===== src/hw/rtl/sliding_window_sender_control_macros.svh =====
// ----------------------------------------------------------------------------
// sliding window sender control - assertion macros
// shared property templates for the sender control block, clocked on clk_i
// and disabled while rst_ni is low
// ----------------------------------------------------------------------------
`ifndef SLIDING_WINDOW_SENDER_CONTROL_MACROS_SVH
`define SLIDING_WINDOW_SENDER_CONTROL_MACROS_SVH

// consequent must hold in the same cycle as the antecedent
`define SWSC_ASSERT_NOW(label, ante, cons, msg) \
  label: assert property (@(posedge clk_i) disable iff (!rst_ni) (ante) |-> (cons)) \
    else $error(msg);

// consequent must hold in the cycle after the antecedent
`define SWSC_ASSERT_NEXT(label, ante, cons, msg) \
  label: assert property (@(posedge clk_i) disable iff (!rst_ni) (ante) |=> (cons)) \
    else $error(msg);

`endif


===== src/hw/rtl/swsc_pkg.sv =====
// ----------------------------------------------------------------------------
// swsc_pkg
// shared types, codes and reset values for the sliding window sender control
// ----------------------------------------------------------------------------
package swsc_pkg;

  // default parameter values
  localparam int unsigned WindowMaxDef = 1024;
  localparam int unsigned TimeBitsDef  = 32;

  // port widths
  localparam int unsigned CfgIdxW  = 3;
  localparam int unsigned CfgDataW = 32;
  localparam int unsigned SDataW   = 80;
  localparam int unsigned MDataW   = 104;

  // result bit positions inside m_axis_tdata
  localparam int unsigned OutRefusedBit = 32;
  localparam int unsigned OutAbortBit   = 97;

  // register reset values
  localparam logic [10:0] WinSizeRst    = 11'd16;
  localparam logic [7:0]  MaxRetriesRst = 8'd50;
  localparam logic [8:0]  RttGainRst    = 9'd32;
  localparam logic [8:0]  DevGainRst    = 9'd64;
  localparam logic [19:0] DevFloorRst   = 20'd10000;
  localparam logic [31:0] InitRtoRst    = 32'd1000000;
  localparam logic [10:0] InitCreditRst = 11'd16;

  // arithmetic constants
  localparam logic [8:0] GainOne    = 9'd256;
  localparam logic [7:0] RoundHalf  = 8'd128;
  localparam logic [7:0] DupFastRtx = 8'd3;
  localparam logic [7:0] CountMax   = 8'hFF;

  // event kinds
  typedef enum logic [1:0] {
    MODE_SEND = 2'd0,
    MODE_ACK  = 2'd1,
    MODE_TICK = 2'd2,
    MODE_NOP  = 2'd3
  } mode_e;

  // result actions
  typedef enum logic [1:0] {
    ACT_NONE    = 2'd0,
    ACT_NEW     = 2'd1,
    ACT_TIMEOUT = 2'd2,
    ACT_FAST    = 2'd3
  } action_e;

  // configuration register indexes
  typedef enum logic [CfgIdxW-1:0] {
    CFG_WINDOW_SIZE    = 3'd0,
    CFG_MAX_RETRIES    = 3'd1,
    CFG_RTT_GAIN       = 3'd2,
    CFG_DEV_GAIN       = 3'd3,
    CFG_DEV_FLOOR      = 3'd4,
    CFG_INITIAL_RTO    = 3'd5,
    CFG_INITIAL_CREDIT = 3'd6
  } cfg_idx_e;

  // datapath steps ordered by the controller
  typedef enum logic [3:0] {
    STEP_IDLE     = 4'd0,
    STEP_EXEC     = 4'd1,
    STEP_TICK_CHK = 4'd2,
    STEP_MOD_MUL  = 4'd3,
    STEP_MOD_SUB  = 4'd4,
    STEP_MOD_FIX  = 4'd5,
    STEP_RTT_RD   = 4'd6,
    STEP_RTT_SMP  = 4'd7,
    STEP_RTT_M1   = 4'd8,
    STEP_RTT_A1   = 4'd9,
    STEP_RTT_D1   = 4'd10,
    STEP_RTT_M2   = 4'd11,
    STEP_RTT_A2   = 4'd12,
    STEP_RTT_RTO  = 4'd13
  } step_e;

  // controller to datapath
  typedef struct packed {
    logic  load;
    step_e step;
    logic  out_load;
  } cmd_t;

  // datapath to controller
  typedef struct packed {
    logic is_tick;
    logic new_ack;
    logic retry_zero;
  } sts_t;

endpackage


===== src/hw/rtl/swsc_ctrl.sv =====
// ----------------------------------------------------------------------------
// swsc_ctrl
// sequencer for the sender control: accepts one request, steps the datapath
// through the event and hands the result to the output register
// ----------------------------------------------------------------------------
module swsc_ctrl import swsc_pkg::*; (
  input  logic clk_i,
  input  logic rst_ni,
  input  logic s_tvalid_i,
  output logic s_tready_o,
  output logic m_tvalid_o,
  input  logic m_tready_i,
  input  sts_t sts_i,
  output cmd_t cmd_o
);

  typedef enum logic [3:0] {
    ST_IDLE,
    ST_EXEC,
    ST_TICK_CHK,
    ST_MOD_MUL,
    ST_MOD_SUB,
    ST_MOD_FIX,
    ST_RTT_RD,
    ST_RTT_SMP,
    ST_RTT_M1,
    ST_RTT_A1,
    ST_RTT_D1,
    ST_RTT_M2,
    ST_RTT_A2,
    ST_RTT_RTO,
    ST_OUT
  } state_e;

  state_e state_q;
  logic   m_valid_q;
  logic   out_free;

  // handshakes
  assign s_tready_o = (state_q == ST_IDLE);
  assign m_tvalid_o = m_valid_q;
  assign out_free   = !m_valid_q || m_tready_i;

  // command decode
  always_comb begin
    cmd_o.load     = (state_q == ST_IDLE) && s_tvalid_i;
    cmd_o.out_load = (state_q == ST_OUT) && out_free;
    case (state_q)
      ST_EXEC:     cmd_o.step = STEP_EXEC;
      ST_TICK_CHK: cmd_o.step = STEP_TICK_CHK;
      ST_MOD_MUL:  cmd_o.step = STEP_MOD_MUL;
      ST_MOD_SUB:  cmd_o.step = STEP_MOD_SUB;
      ST_MOD_FIX:  cmd_o.step = STEP_MOD_FIX;
      ST_RTT_RD:   cmd_o.step = STEP_RTT_RD;
      ST_RTT_SMP:  cmd_o.step = STEP_RTT_SMP;
      ST_RTT_M1:   cmd_o.step = STEP_RTT_M1;
      ST_RTT_A1:   cmd_o.step = STEP_RTT_A1;
      ST_RTT_D1:   cmd_o.step = STEP_RTT_D1;
      ST_RTT_M2:   cmd_o.step = STEP_RTT_M2;
      ST_RTT_A2:   cmd_o.step = STEP_RTT_A2;
      ST_RTT_RTO:  cmd_o.step = STEP_RTT_RTO;
      default:     cmd_o.step = STEP_IDLE;
    endcase
  end

  // state and output valid
  always_ff @(posedge clk_i or negedge rst_ni) begin
    if (!rst_ni) begin
      state_q   <= ST_IDLE;
      m_valid_q <= 1'b0;
    end else begin
      // set when a result is loaded, cleared when taken
      if ((state_q == ST_OUT) && out_free) begin
        m_valid_q <= 1'b1;
      end else if (m_tready_i) begin
        m_valid_q <= 1'b0;
      end
      case (state_q)
        ST_IDLE: begin
          if (s_tvalid_i) state_q <= ST_EXEC;
        end
        ST_EXEC: begin
          if (sts_i.is_tick) begin
            state_q <= ST_TICK_CHK;
          end else if (sts_i.new_ack) begin
            state_q <= ST_MOD_MUL;
          end else begin
            state_q <= ST_OUT;
          end
        end
        ST_TICK_CHK: state_q <= ST_OUT;
        ST_MOD_MUL:  state_q <= ST_MOD_SUB;
        ST_MOD_SUB:  state_q <= ST_MOD_FIX;
        ST_MOD_FIX: begin
          // rtt sample only when the base packet was never retried
          state_q <= sts_i.retry_zero ? ST_RTT_RD : ST_OUT;
        end
        ST_RTT_RD:   state_q <= ST_RTT_SMP;
        ST_RTT_SMP:  state_q <= ST_RTT_M1;
        ST_RTT_M1:   state_q <= ST_RTT_A1;
        ST_RTT_A1:   state_q <= ST_RTT_D1;
        ST_RTT_D1:   state_q <= ST_RTT_M2;
        ST_RTT_M2:   state_q <= ST_RTT_A2;
        ST_RTT_A2:   state_q <= ST_RTT_RTO;
        ST_RTT_RTO:  state_q <= ST_OUT;
        ST_OUT: begin
          if (out_free) state_q <= ST_IDLE;
        end
        default: state_q <= ST_IDLE;
      endcase
    end
  end

endmodule


===== config.mk =====
export PLATFORM = sky130hd
export DESIGN_NAME = swsc_ctrl
export DESIGN_NICKNAME = d
export VERILOG_FILES = /design/src/hw/rtl/sliding_window_sender_control_macros.svh /design/src/hw/rtl/swsc_pkg.sv /design/src/hw/rtl/swsc_ctrl.sv
export SDC_FILE = /design/constraint.sdc
export NUM_CORES = 1
export LEC_CHECK = 0
export ABC_AREA = 0
export BUFFER_PORTS_ARGS = -buffer_cell sky130_fd_sc_hd__buf_4
export CAP_MARGIN = 20
export CORE_AREA = 4 4 41 43
export DETAILED_ROUTE_END_ITERATION = 12
export DIE_AREA = 0 0 45 47
export GPL_ROUTABILITY_DRIVEN = 0
export SLEW_MARGIN = 20
export SYNTH_ARGS = -nofsm -noshare
export SYNTH_HDL_FRONTEND = slang
export SYNTH_SLANG_ARGS = --single-unit

===== constraint.sdc =====
create_clock -name clk_i -period 2.3 [get_ports clk_i]
set_input_delay 0.23 -clock clk_i [delete_from_list [all_inputs] [get_ports clk_i]]
set_output_delay 0.23 -clock clk_i [all_outputs]
set_load 0.005 [all_outputs]

---- Word-level counts from Yosys, hierarchy flattened ----
Memory sizes are Yosys's and may differ from the RTL's.
Cells that the tools add are included.
word-level totals
  register bits after elaboration ......... 5
  ROM bits ................................ 64
  input port bits ......................... 7
  memories ................................ 1
cells by class
  eq/ne operators ......................... 16
  muxes and demuxes ....................... 8
  reductions and logical operators ........ 8
memory list
  memory            words  bits a word  rd ports  clocked after Yosys merged registers in  wr ports  line             text
  (name not given)  16     4            1         0                                        0         swsc_ctrl.sv:48  case (state_q)
operators by type and width
  cell                count
  $pmux 4 s14         1
  $eq 4x4->1 const B  7
  $mux 4              5
  $eq 4x3->1 const B  4
  $eq 4x2->1 const B  2
  $eq 4x1->1 const B  1
  $logic_not 4->1     1
  $ne 2x2->1 const B  2
  $logic_and 1x1->1   2
  $mux 1              2
  $reduce_and 2->1    1
  $reduce_bool 2->1   1
  $reduce_or 2->1     1
  $logic_not 1->1     1
  $logic_or 1x1->1    1

---- Longest topological paths before layout ----
  depth after elaboration ................. 4
  gate-level depth with buffers ........... 5

---- Worst setup path after synthesis ----
Ideal clock, no wire load.
  path type ............................... register -> output
  start point ............................. register state_q[2]
  end point ............................... output port cmd_o[5] (netlist bit)
  arrival time ............................ 1.136 ns
  required time ........................... 2.070 ns
  slack ................................... 0.934 ns
  stages on the path, launching flop included .. 4
  path buffers ............................ 1
  cells stage by stage .................... dfrtp_1 > clkbuf_1 > nor4_1 > and2_1
RTL lines
  what                      line             text
  start: declaration        swsc_ctrl.sv:35  state_e state_q;
  start signal: assignment  swsc_ctrl.sv:96  state_q <= sts_i.retry_zero ? ST_RTT_RD : ST_OUT;
  end: declaration          swsc_ctrl.sv:14  output cmd_t cmd_o

==> summary.txt <==
Post-DR wirelength/cell -> 12.0 um
Hold_sp -> sts_i[1]
Complex-gate fraction of the synthesized area -> 29.9%
Initial Util -> 25.4%
CP max stage delay -> 0.50 ns
Placed cell areas -> 445 um^2
DP HPWL -> 649 um
RSZ-0062 raised after global routing -> false
Core Region -> 1300 um^2
Total CTS buffers -> 3
Setup violations, final -> 0
EDFF count, synth -> 0
R2r startpoint -> state_q[2]$_DFFE_PN0P_
Worst Path Buf+Inv -> 1
Most instantiated cells after synthesis -> dfrtp_1, o21ai_0, a21oi_1, nand2b_1, inv_1
Layout area overhead -> 45.8%
Nets -> 66
Ratio of final minimum period to clock period -> 70.6%
# placed instances -> 68
Crit path kind -> reg -> out
Hold path endpoint -> state_q[2]$_DFFE_PN0P_
Clk sinks -> 5
Synth Area in Simple Gates -> 26.1%
Non-Filler Instances -> 73
Number of synthesized register bits -> 5
Worst-Margin Slew -> 0.363 ns
Post_cts resized -> 0
Layout Utilization -> 37.0%
DIE AREA -> 2120 um^2
Adder-Cell Fraction of Synth Area -> 0%
Reg2reg setup slack -> 0.93 ns
Worst Setup End Kind -> output port
Max_cap viols -> 0
H-tree levels -> 1
GRT overflow -> 0
Mapped Cells -> 41
Max FO, Critical Path -> 13
Hold Path Stages -> 2
WP data arrival -> 1.39 ns
Post-synthesis xor/xnor area fraction -> 0%
Fmax -> 0.616 GHz
Syn Nets -> 48
Layout cells sized above 1 -> 31.0%
Slew headroom -> 75.8%
Async SR Flop Fraction -> 100%
Clock-pin slew on the worst setup and hold paths -> 0.04 ns
Diodes inserted -> 0
Reg-to-reg critical path endpoint -> state_q[3]$_DFFE_PN0P_
Initial antenna violation count -> 0
Total track usage -> 9.69%
Yosys warns -> 0
Via count -> 360
Max IR drop VDD -> 0.000489 V
I/O Pins -> 15
Outcome -> complete, no violations
Number of global-route vias before repair -> 362
Starting DRT DRC Count -> 8
Yosys top cell area share -> 37.9%
Top cell type by total area after synthesis -> dfrtp_1
Worst r2r path cells -> 3
First drt pass iteration count -> 4
Post-detailed-route DRC marker count -> 0
Req. time, crit path -> 2.07 ns
Cell area after layout -> 482 um^2
Most common flop cell mapped by yosys -> dfrtp_1
First-pass GRT wire length -> 1440 um
Min-delay worst type -> in -> reg
Mux share of post-synthesis cell area -> 0%
CTS tree -> built
Largest family of logic cells by synthesized area -> compound AO/OA/AOI/OAI gates
Crit-path leading delay family -> simple AND/OR/NAND/NOR gates
Final max-slew violation count -> 0
Seq/Total Area, Yosys -> 37.9%
Hold violation total from the final report -> 0
CP startpoint -> state_q[2]$_DFFE_PN0P_
Synthesized area per cell -> 8.06 um^2
Clock insertion delay at the later pin of the skew report -> 0.24 ns
Critical-path top delay cell -> dfrtp_1
DRT Wirelength -> 876 um
Lkg Pwr -> 0.231 nW
PortBufs -> 14
Final ANT Viol Nets -> 0
Clock skew -> 0.00170 ns
Cell Area, Synth -> 330 um^2
Startpoint types -> flop
Row count -> 13
Top cells by area, synth -> dfrtp_1, nand2b_1, o21ai_0
Max Root-Sink Buffers -> 2
CTS root buf -> clkbuf_4
Die extent in x -> 45 um
Cell breakdown of the critical path -> nor4_1 -> and2_1 -> buf_4
Crit path time final -> 1.62 ns
Via-per-instance ratio -> 4.93
Die Y -> 47 um
PD cells -> 1290 nW/um^2
Netlist cell types -> 22
Pin count of the biggest net entering global routing -> 14
Final setup TNS -> 0 ns
[cells in the final DEF, fill, tap and decap left out, drive strengths merged, types with 2 or more instances in the layout]
master / n
buf: 14
o21ai: 6
dfrtp: 5
a21oi: 4
nand2b: 4
clkbuf: 4
inv: 3
and2: 2
nand2: 2
nor2: 2
[worst max-delay path by stage]
| stage | depth (start not counted) | slack (ns) | to |
|---|---|---|---|
| 3_3_place_gp | 3 | 0.96 | cmd_o[5] |
| 2_1_floorplan | 3 | 0.93 | cmd_o[5] |
| 5_1_grt | 3 | 0.55 | cmd_o[5] |
| 6_report | 3 | 0.68 | cmd_o[5] |
| 3_5_place_dp | 3 | 0.94 | state_q[3]$_DFFE_PN0P_ |
| 4_1_cts | 3 | 0.67 | cmd_o[5] |
[what timing repair did]
| action | CTS | global route |
|---|---|---|
| hold buffers | 1 | 0 |
| endpoints found under the setup margin | 0 | 0 |
| endpoints found under the hold margin | 5 | 0 |
| setup buffers | 0 | 0 |
[registers in the layout, indices dropped and copies added (netlist names)]
register and cells:
state_q 4, m_tvalid_o 1
[metrics by stage]
stage | total power, mW | worst slack, ns | hold slack, ns
floorplan | 0.382 | 0.934 | -0.0656
global route | 0.684 | 0.553 | 0.255
CTS | 0.632 | 0.672 | 0.244
finish | 0.623 | 0.677 | 0.246
detailed placement | 0.520 | 0.945 | 0.0347
global placement | 0.516 | 0.955 | 0.0339
[final cells by class]
class | count | area, um^2
clock buffer | 4 | 26.3
fill | 151 | 820
inverter | 3 | 11.3
multi-input combinational | 31 | 185
sequential | 5 | 125
tap | 15 | 18.8
timing repair buffer | 15 | 115
[routing by layer]
metal	vias up	global-route usage (%)	wire length, um
li1	180	-	-
met1	168	10.6	388
met2	12	15.3	415
met3	0	6.13	73
met4	0	3.51	0
met5	-	0	0
[power by group]
| part | internal (mW) | leakage (nW) | switching (mW) |
|---|---|---|---|
| combinational | 0.170 | 0.155 | 0.130 |
| clock | 0.0657 | 0.0150 | 0.0371 |
| sequential | 0.131 | 0.0603 | 0.0896 |
[cell families (layout without fill, tap and decap cells)]
logic type             after synthesis  after routing
AOI/OAI and AO/OA                   16             16
buffers and inverters                5             22
DFF                                  5              5
and+or+nand+nor                     15             15
Power figures use the tool's default switching activity.
